<file path="src/rtl/bbf_pkg.sv">
// ----------------------------------------------------------------------------
// bbf_pkg
// Shared types and constants for the bounded byte FIFO.
// ----------------------------------------------------------------------------
package bbf_pkg;

  // Default store depth in bytes
  localparam int unsigned BBF_DEPTH = 1024;

  // Width of the count-like fields (capacity, count, fill, space)
  localparam int unsigned CNT_W = 11;

  // Capacity register value after reset
  localparam logic [CNT_W-1:0] CAP_RESET = 11'd1024;

  // Command codes
  typedef enum logic [2:0] {
    CMD_WRITE = 3'd0,
    CMD_READ  = 3'd1,
    CMD_PEEK  = 3'd2,
    CMD_POP   = 3'd3,
    CMD_END   = 3'd4
  } bbf_cmd_t;

  // Input beat
  typedef struct packed {
    logic [2:0]       command;
    logic [7:0]       data_byte;
    logic [CNT_W-1:0] count;
  } bbf_in_t;

  // Result beat
  typedef struct packed {
    logic [7:0]       data_out;
    logic             data_valid;
    logic             accepted;
    logic [CNT_W-1:0] fill_level;
    logic [CNT_W-1:0] space_left;
    logic             stream_closed;
    logic             end_of_stream;
    logic [31:0]      bytes_written_total;
    logic [31:0]      bytes_read_total;
  } bbf_out_t;

endpackage

</file>
<file path="src/rtl/bbf_ctrl.sv">
// ----------------------------------------------------------------------------
// bbf_ctrl
// Pointer, occupancy and total counters, command decode, result register.
// ----------------------------------------------------------------------------
module bbf_ctrl #(
  parameter int unsigned DEPTH = bbf_pkg::BBF_DEPTH,
  localparam int unsigned PTR_W = (DEPTH > 1) ? $clog2(DEPTH) : 1
) (
  input  logic                    clk,
  input  logic                    rst_n,
  // input channel
  input  logic                    in_valid,
  output logic                    in_stall,
  input  bbf_pkg::bbf_in_t        in_data,
  // result channel
  output logic                    out_valid,
  input  logic                    out_stall,
  output bbf_pkg::bbf_out_t       out_data,
  // configuration
  input  logic                    cfg_valid,
  output logic                    cfg_ready,
  input  logic [bbf_pkg::CNT_W-1:0] cfg_data,
  // store
  output logic                    ram_we,
  output logic [PTR_W-1:0]        ram_waddr,
  output logic [7:0]              ram_wdata,
  output logic                    ram_re,
  output logic [PTR_W-1:0]        ram_raddr,
  input  logic [7:0]              ram_rdata
);

  import bbf_pkg::*;

  localparam int unsigned SUM_W = ((PTR_W > CNT_W) ? PTR_W : CNT_W) + 1;
  localparam int unsigned DEPTH_SAT = (DEPTH > 2047) ? 2047 : DEPTH;
  localparam logic [CNT_W-1:0] DEPTH_C = CNT_W'(DEPTH_SAT);
  localparam logic [SUM_W-1:0] DEPTH_S = SUM_W'(DEPTH);

  // Pointer plus offset, wrapped once (offset never exceeds DEPTH)
  function automatic logic [PTR_W-1:0] wrap_add(logic [PTR_W-1:0] p, logic [CNT_W-1:0] n);
    logic [SUM_W-1:0] s;
    s = SUM_W'(p) + SUM_W'(n);
    if (s >= DEPTH_S) begin
      s = s - DEPTH_S;
    end
    return s[PTR_W-1:0];
  endfunction

  logic [CNT_W-1:0] capacity_r;
  logic [PTR_W-1:0] head_r, head_nxt;
  logic [PTR_W-1:0] tail_r, tail_nxt;
  logic [CNT_W-1:0] occ_r, occ_nxt;
  logic             ended_r, ended_nxt;
  logic [31:0]      wr_total_r, wr_total_nxt;
  logic [31:0]      rd_total_r, rd_total_nxt;
  logic             out_valid_r;
  bbf_out_t         res_r, res_nxt;

  logic             accept;
  logic [CNT_W-1:0] cap_eff;
  logic [CNT_W-1:0] pop_n;
  logic             peek_hit;
  logic             wr_ok;

  // Handshake
  assign in_stall  = out_valid_r & out_stall;
  assign accept    = in_valid & ~in_stall;
  assign cfg_ready = 1'b1;

  // Capacity saturated to the store depth
  assign cap_eff = (capacity_r > DEPTH_C) ? DEPTH_C : capacity_r;

  assign pop_n    = (in_data.count < occ_r) ? in_data.count : occ_r;
  assign peek_hit = in_data.count < occ_r;
  assign wr_ok    = occ_r < cap_eff;

  // Command decode and next state
  always_comb begin
    head_nxt     = head_r;
    tail_nxt     = tail_r;
    occ_nxt      = occ_r;
    ended_nxt    = ended_r;
    wr_total_nxt = wr_total_r;
    rd_total_nxt = rd_total_r;
    ram_we       = 1'b0;
    ram_raddr    = head_r;
    res_nxt      = '0;
    case (in_data.command)
      CMD_WRITE: begin
        if (wr_ok) begin
          ram_we           = accept;
          tail_nxt         = wrap_add(tail_r, CNT_W'(1));
          occ_nxt          = occ_r + 1'b1;
          wr_total_nxt     = wr_total_r + 32'd1;
          res_nxt.accepted = 1'b1;
        end
      end
      CMD_READ: begin
        if (occ_r != '0) begin
          res_nxt.data_valid = 1'b1;
          head_nxt           = wrap_add(head_r, CNT_W'(1));
          occ_nxt            = occ_r - 1'b1;
          rd_total_nxt       = rd_total_r + 32'd1;
        end
      end
      CMD_PEEK: begin
        if (peek_hit) begin
          res_nxt.data_valid = 1'b1;
          ram_raddr          = wrap_add(head_r, in_data.count);
        end
      end
      CMD_POP: begin
        head_nxt     = wrap_add(head_r, pop_n);
        occ_nxt      = occ_r - pop_n;
        rd_total_nxt = rd_total_r + 32'(pop_n);
      end
      CMD_END: begin
        ended_nxt = 1'b1;
      end
      default: begin
      end
    endcase
    // status after the command
    res_nxt.fill_level          = occ_nxt;
    res_nxt.space_left          = (occ_nxt < cap_eff) ? (cap_eff - occ_nxt) : '0;
    res_nxt.stream_closed       = ended_nxt;
    res_nxt.end_of_stream       = ended_nxt & (occ_nxt == '0);
    res_nxt.bytes_written_total = wr_total_nxt;
    res_nxt.bytes_read_total    = rd_total_nxt;
  end

  assign ram_waddr = tail_r;
  assign ram_wdata = in_data.data_byte;
  assign ram_re    = accept;

  // Configuration register
  always_ff @(posedge clk) begin
    if (!rst_n) begin
      capacity_r <= CAP_RESET;
    end else if (cfg_valid && cfg_ready) begin
      capacity_r <= cfg_data;
    end
  end

  // FIFO state
  always_ff @(posedge clk) begin
    if (!rst_n) begin
      head_r     <= '0;
      tail_r     <= '0;
      occ_r      <= '0;
      ended_r    <= 1'b0;
      wr_total_r <= '0;
      rd_total_r <= '0;
    end else if (accept) begin
      head_r     <= head_nxt;
      tail_r     <= tail_nxt;
      occ_r      <= occ_nxt;
      ended_r    <= ended_nxt;
      wr_total_r <= wr_total_nxt;
      rd_total_r <= rd_total_nxt;
    end
  end

  // Result register
  always_ff @(posedge clk) begin
    if (!rst_n) begin
      out_valid_r <= 1'b0;
    end else if (accept) begin
      out_valid_r <= 1'b1;
    end else if (!out_stall) begin
      out_valid_r <= 1'b0;
    end
  end

  always_ff @(posedge clk) begin
    if (accept) begin
      res_r <= res_nxt;
    end
  end

  // Read data joins the status here; zero when no byte was returned
  always_comb begin
    out_data          = res_r;
    out_data.data_out = res_r.data_valid ? ram_rdata : 8'd0;
  end
  assign out_valid = out_valid_r;

  // Checks
  logic [PTR_W-1:0] tail_chk;
  assign tail_chk = wrap_add(head_r, occ_r);

  a_occ_bound: assert property (@(posedge clk) disable iff (!rst_n)
    occ_r <= DEPTH_C)
    else $error("occupancy above store depth");

  a_ptr_track: assert property (@(posedge clk) disable iff (!rst_n)
    tail_r == tail_chk)
    else $error("tail pointer out of step with head and occupancy");

  a_ended_sticky: assert property (@(posedge clk) disable iff (!rst_n)
    ended_r |=> ended_r)
    else $error("ended flag cleared");

  a_eos: assert property (@(posedge clk) disable iff (!rst_n)
    out_valid_r && res_r.end_of_stream |-> res_r.stream_closed && res_r.fill_level == '0)
    else $error("end of stream with data held or input open");

  a_excl: assert property (@(posedge clk) disable iff (!rst_n)
    out_valid_r |-> !(res_r.accepted && res_r.data_valid))
    else $error("write and read flagged in one result");

endmodule
</file>
<file path="config.mk">
export PLATFORM = sky130hd
export DESIGN_NAME = bbf_ctrl
export DESIGN_NICKNAME = d
export VERILOG_FILES = /design/src/rtl/bbf_pkg.sv /design/src/rtl/bbf_ctrl.sv
export SDC_FILE = /design/constraint.sdc
export NUM_CORES = 1
export LEC_CHECK = 0
export BUFFER_PORTS_ARGS = -buffer_cell sky130_fd_sc_hd__buf_2
export CAP_MARGIN = 20
export CORE_ASPECT_RATIO = 0.8
export CORE_MARGIN = 2
export CORE_UTILIZATION = 50
export DETAILED_ROUTE_END_ITERATION = 10
export GPL_ROUTABILITY_DRIVEN = 1
export PLACE_DENSITY = 0.71
export SETUP_SLACK_MARGIN = 0.1
export SYNTH_ARGS = -nofsm -noshare
export SYNTH_HDL_FRONTEND = slang
export SYNTH_SLANG_ARGS = --single-unit
</file>
<file path="constraint.sdc">
create_clock -name clk -period 13.4 [get_ports clk]
set_input_delay 2.01 -clock clk [delete_from_list [all_inputs] [get_ports clk]]
set_output_delay 2.01 -clock clk [all_outputs]
set_load 0.01 [all_outputs]
</file>
* Yosys cells after proc, flatten, opt, wreduce, memory -nomap -nowiden
Cells that the tools add are included.
** Word-level totals
- Word-level logic and storage cells :: 82
- Flip-flop bits (word level) :: 198
- Input port bits :: 46
** Cells by class
- Bitwise gates (word level) :: 4
- Multiplexer cells :: 27
- Magnitude comparators :: 8
- Equal/unequal tests :: 6
- Reductions and logical operators :: 6
- $add $sub $neg :: 15
** Operators with widths (count)
- $mux 32 :: 3
- $mux 10 :: 7
- $add 32x1->32 const B :: 2
- $pmux 32 s2 :: 1
- $mux 11 :: 4
- $sub 10x1->10 const B :: 4
- $lt 11x11->1 :: 3
- $pmux 11 s3 :: 1
- $add 32x11->32 :: 1
- $add 10x11->12 :: 2
- $ge 12x11->1 const B :: 2
- $add 10x1->11 const B :: 2
- $ge 11x11->1 const B :: 2
- $sub 11x11->11 :: 2
- $pmux 10 s2 :: 1
- $add 11x1->11 const B :: 1
- $gt 11x11->1 const B :: 1
- $logic_not 11->1 :: 1
- $reduce_bool 11->1 :: 1
- $sub 11x1->11 const B :: 1
- $mux 1 :: 8
- $mux 8 :: 1
- $eq 3x2->1 const B :: 2
- $reduce_and 3->1 :: 2
- other kinds (9) :: 11

* Longest topological paths before layout
- Word-level depth :: 7
- Gate-level depth with buffers :: 25
- Gate-level depth less buffers :: 23

* Least setup slack after synthesis
Ideal clock, no wire load.
- Path type :: input to output
- Start point :: input port out_stall
- End point :: output port ram_re
- Setup slack :: 6.002 ns
- Stages :: 5
- Arrival time :: 5.388 ns
- Path through :: nand2_1 -> nand2_1 -> clkinv_1 -> clkbuf_1 -> clkbuf_1
** On the way
- Longest elaborated chain between the ends :: 3
** Ends and longest elaborated chain
- start, declared :: RTL line bbf_ctrl.sv:17 : input logic out_stall,
- $and 1x1->1 :: RTL line bbf_ctrl.sv:66 : assign in_stall = out_valid_r & out_stall;
- $not 1->1 :: RTL line bbf_ctrl.sv:67 : assign accept = in_valid & ~in_stall;
- $and 1x1->1 :: RTL line bbf_ctrl.sv:67
- end, declared :: RTL line bbf_ctrl.sv:27 : output logic ram_re,
No other way between the ends.

* Worst setup path after layout
- Start point :: input port in_data[6] (netlist name)
- End point :: register res_r, in the netlist out_data[68], data pin
** On the way
- Longest elaborated chain between the ends :: 5
- Elaborated cells on any way between the ends :: 6
- Those cells by class :: add/sub (2); order compare (2); mux (2)
** Ends and longest elaborated chain
- start, declared :: RTL line bbf_ctrl.sv:14 : input bbf_pkg::bbf_in_t in_data,
- $lt 11x11->1 :: RTL line bbf_ctrl.sv:73 : assign pop_n = (in_data.count < occ_r) ? in_data.count : occ_r;
- $mux 11 (*) :: RTL line bbf_ctrl.sv:73
- $sub 11x11->11 (*) :: RTL line bbf_ctrl.sv:114 : occ_nxt = occ_r - pop_n;
- $pmux 11 s3 (*) :: RTL line bbf_ctrl.sv:88 : case (in_data.command)
- $sub 11x11->11 or $lt 11x11->1 (tied branches) :: RTL line bbf_ctrl.sv:125 : res_nxt.space_left = (occ_nxt < cap_eff) ? (cap_eff - occ_nxt) : '0;
- end signal, assigned :: RTL line bbf_ctrl.sv:177 : res_r <= res_nxt;
- end, declared :: RTL line bbf_ctrl.sv:57 : bbf_out_t res_r, res_nxt;
Mark *: on every way between the ends. The rest lies on a longest branch, timed or not.
A chain may end at the register's enable or synchronous reset.

==> out/qor.csv <==
metric,value,unit
peakVddDrop,0.0936,mV
hold_viol,0,
finClkSkew,10.5,ps
initial_core_util,51.2,%
die_area,26300,µm²
syn-cell-area,12500,µm²
ant_nets,0,
grt_antenna_before_repair,0,
synth_top_area_share,21.6,%
rsz0062_at_grt,false,
finalNetCount,1651,
die_w,181,µm
fp-row-count,51,
fmax,136,MHz
core,24400,µm²
area_growth,12.3,%
synth.avg_cell_area,8.87,µm²
fill_cells,2176,
synth_edf_count,90,
wl_met1,15400,µm
p_sw,0.467,mW
diodes,0,
met2WireLength,14100,µm
crit_fanout,9,
num_vias,10627,
post_drt_wl_per_cell,17.3,µm
top_level_ports,177,
place_ws,4960,ps
p_sw_share,30.4,%
numPortBuffers,159,
top_layer_used,met4,
drc_errors,0,
cap_viol_max_count,0,
clock_path_buffers,2,
setup_violations,0,
async_flop_share,0,%
cts_resized,0,
ys_top_cells_by_area,"edfxtp_1, dfxtp_1, ha_1",
grt_max_degree,86,
path_cells,buf_2 > ha_1 > or4_1 > a211o_1 > a21oi_1 > nor2_1 > buf_4 > mux2i_1 > inv_1 > fa_1 > nand2_1 > o211a_1 > a211oi_1 > ha_1 > nor2b_1 > o21ai_0 > a21oi_1 > o21ai_0 > a211oi_1 > o31a_1 > o21ai_0 > buf_2 > nor3_1,
cp_num_buf_inv,4,
crit_path_frequent_cell,o21ai_0,
synth_seq_cells,198,
yosysSeqAreaShare,38.9,%
hpwl,22700,µm
synth_top_cell_by_area,edfxtp_1,
drt_iter0_drc,947,
cts.clk_slew.worst_paths,80,ps
cp.required,13590,ps
pwr-share-comb,21.0,%
grt_remaining_overflow,0,
fin_util,57.5,%
powerDensity,109,nW/µm²
crit_family,compound AO/OA/AOI/OAI gates,
final_common_cell,buf_2,
wl_met3,2020,µm
clockPowerShare,34.3,%
synthesis.nets,1537,
power_frac_seq,44.7,%
htree_levels,4,
regArea,4860,µm²
p_leak,5.96,nW
layout_common_cells,"buf_2, nor2_1, nand2_1, dfxtp_1, edfxtp_1",
grt_pass1_wl,51900,µm
worstSetupEndpointType,flip-flop,
period_needed,7350,ps
gr-usage-all-layers,24.2,%
timing_worst_setup_path_type,input pin to flip-flop,
cts_hold_buf,0,
critical-path-max-stage-delay,520,ps
start_kind,input pin,
worst_slack,6050,ps
drive_gt1_share,15.7,%
clkLatencyLatePin,450,ps
synth-main-ff-cell,dfxtp_1,
relSlewSlack,30.1,%
post-cts-setup-buffers,0,
drt-total-wl,32100,µm
grt_pass1_vias,9764,
setup_tns,0,ps
cts_buffers,17,
gp_congestion,0.913,
cts_tree,built,
timing.final.crit_share,54.9,%
multi_input_area,7020,µm²
firstDrtPassIters,7,
die_h,146,µm
cp.arrival,7540,ps
tightest_slew,1050,ps
netlist-cell-type-count,78,
drv_slew,0,
synthCells,1411,
synth_warnings,0,
vias_per_cell,5.73,
cpMaxStageDelayCell,fa_1,
status,completed,
hold_class,flip-flop to flip-flop,
clock_sinks,198,
p_int,1.07,mW
cts_root_buf,clkbuf_16,
==> final cells by class <==
type                            instances  area share, %
Timing Repair Buffer                  171           6.29
Sequential cell                       198           34.6
Clock inverter                         14           1.19
Tap cell                              318           2.83
Clock buffer                           18           3.05
Multi-Input combinational cell       1061           50.0
Inverter                               76           2.05
==> power groups by stage <==
stage | clock network, mW | logic [mW] | registers (mW)
final | 0.527 | 0.322 | 0.686
after global placement | 0 | 0.313 | 0.699
after detailed placement | 0 | 0.316 | 0.700
after global routing | 0.559 | 0.355 | 0.690
after floorplan | 0 | 0.218 | 0.705
after CTS | 0.539 | 0.318 | 0.686
==> worst register-to-register path, cell delays in order, from the launching register on <==
cell and delay [ps]:
dfxtp_1 680, inv_1 300, ha_1 270, or4_1 470
a211o_1 270, a21oi_1 170, nor2_1 140, buf_4 210
mux2i_1 370, inv_1 170, fa_1 520, nand2_1 60
o211a_1 170, a211oi_1 470, ha_1 330, nor2b_1 130
o21ai_0 190, a21oi_1 110, o21ai_0 340, a211oi_1 160
o31a_1 290, o21ai_0 260, buf_2 260, nor3_1 90
==> layer usage <==
layer	vias up	global-route usage, %
li1	5252	-
met2	361	36.3
met5	-	0
met3	48	4.05
met4	0	6.90
met1	4966	35.9
==> flip-flops by register name (all words and copies together) (netlist names) <==
| register | flops |
|---|---|
| occ_r | 11 |
| capacity_r | 11 |
| rd_total_r | 32 |
| ended_r | 1 |
| out_valid | 1 |
| head_r | 10 |
| ram_waddr | 10 |
| out_data | 90 |
| wr_total_r | 32 |
==> metrics by stage <==
step                instances  power [mW]  cell area, µm²  hold slack, ps
finish                   1856        1.54           14100             500
global route             1856        1.60           14100             517
CTS                      1854        1.54           14000             499
detailed placement       1822        1.02           13400             486
global placement         1822        1.01           13400             476
floorplan                1411       0.923           12500             458
==> final timing paths <==
kind / startpoint / endpoint / cells past startpoint / slack [ps]
setup reg to reg: occ_r[7] / out_data[68] / 23 / 6720
hold / removal: capacity_r[9] / capacity_r[9] / 2 / 500
setup / recovery: in_data[6] / out_data[68] / 23 / 6050
hold reg to reg: capacity_r[9] / capacity_r[9] / 2 / 500
==> logic make-up after synthesis <==
group / share of synthesized area, %
buf+inv: 5.08
xor+xnor: 9.10
flops: 38.9
other cells: 0.0300
fa+ha+maj: 8.30
simple gates: 22.0
compound gates: 13.6
mux: 3.02
==> synthesized netlist by cell type, types with 10 or more instances <==
cell / number
a31oi_1: 15
xor2_1: 55
or3_1: 21
nand4_1: 26
a21o_1: 16
inv_1: 75
mux2i_1: 31
nand3_1: 57
edfxtp_1: 90
nor2b_1: 14
xnor2_1: 75
and3_1: 20
nand2b_1: 16
nor2_1: 139
nand2_1: 136
clkbuf_1: 44
ha_1: 75
dfxtp_1: 108
a211oi_1: 16
o21ai_0: 71
nor3_1: 34
and2_1: 21
buf_4: 11
buf_2: 13
a21oi_1: 68
nor4_1: 10
Note: power is estimated with default switching activity, not from simulation.
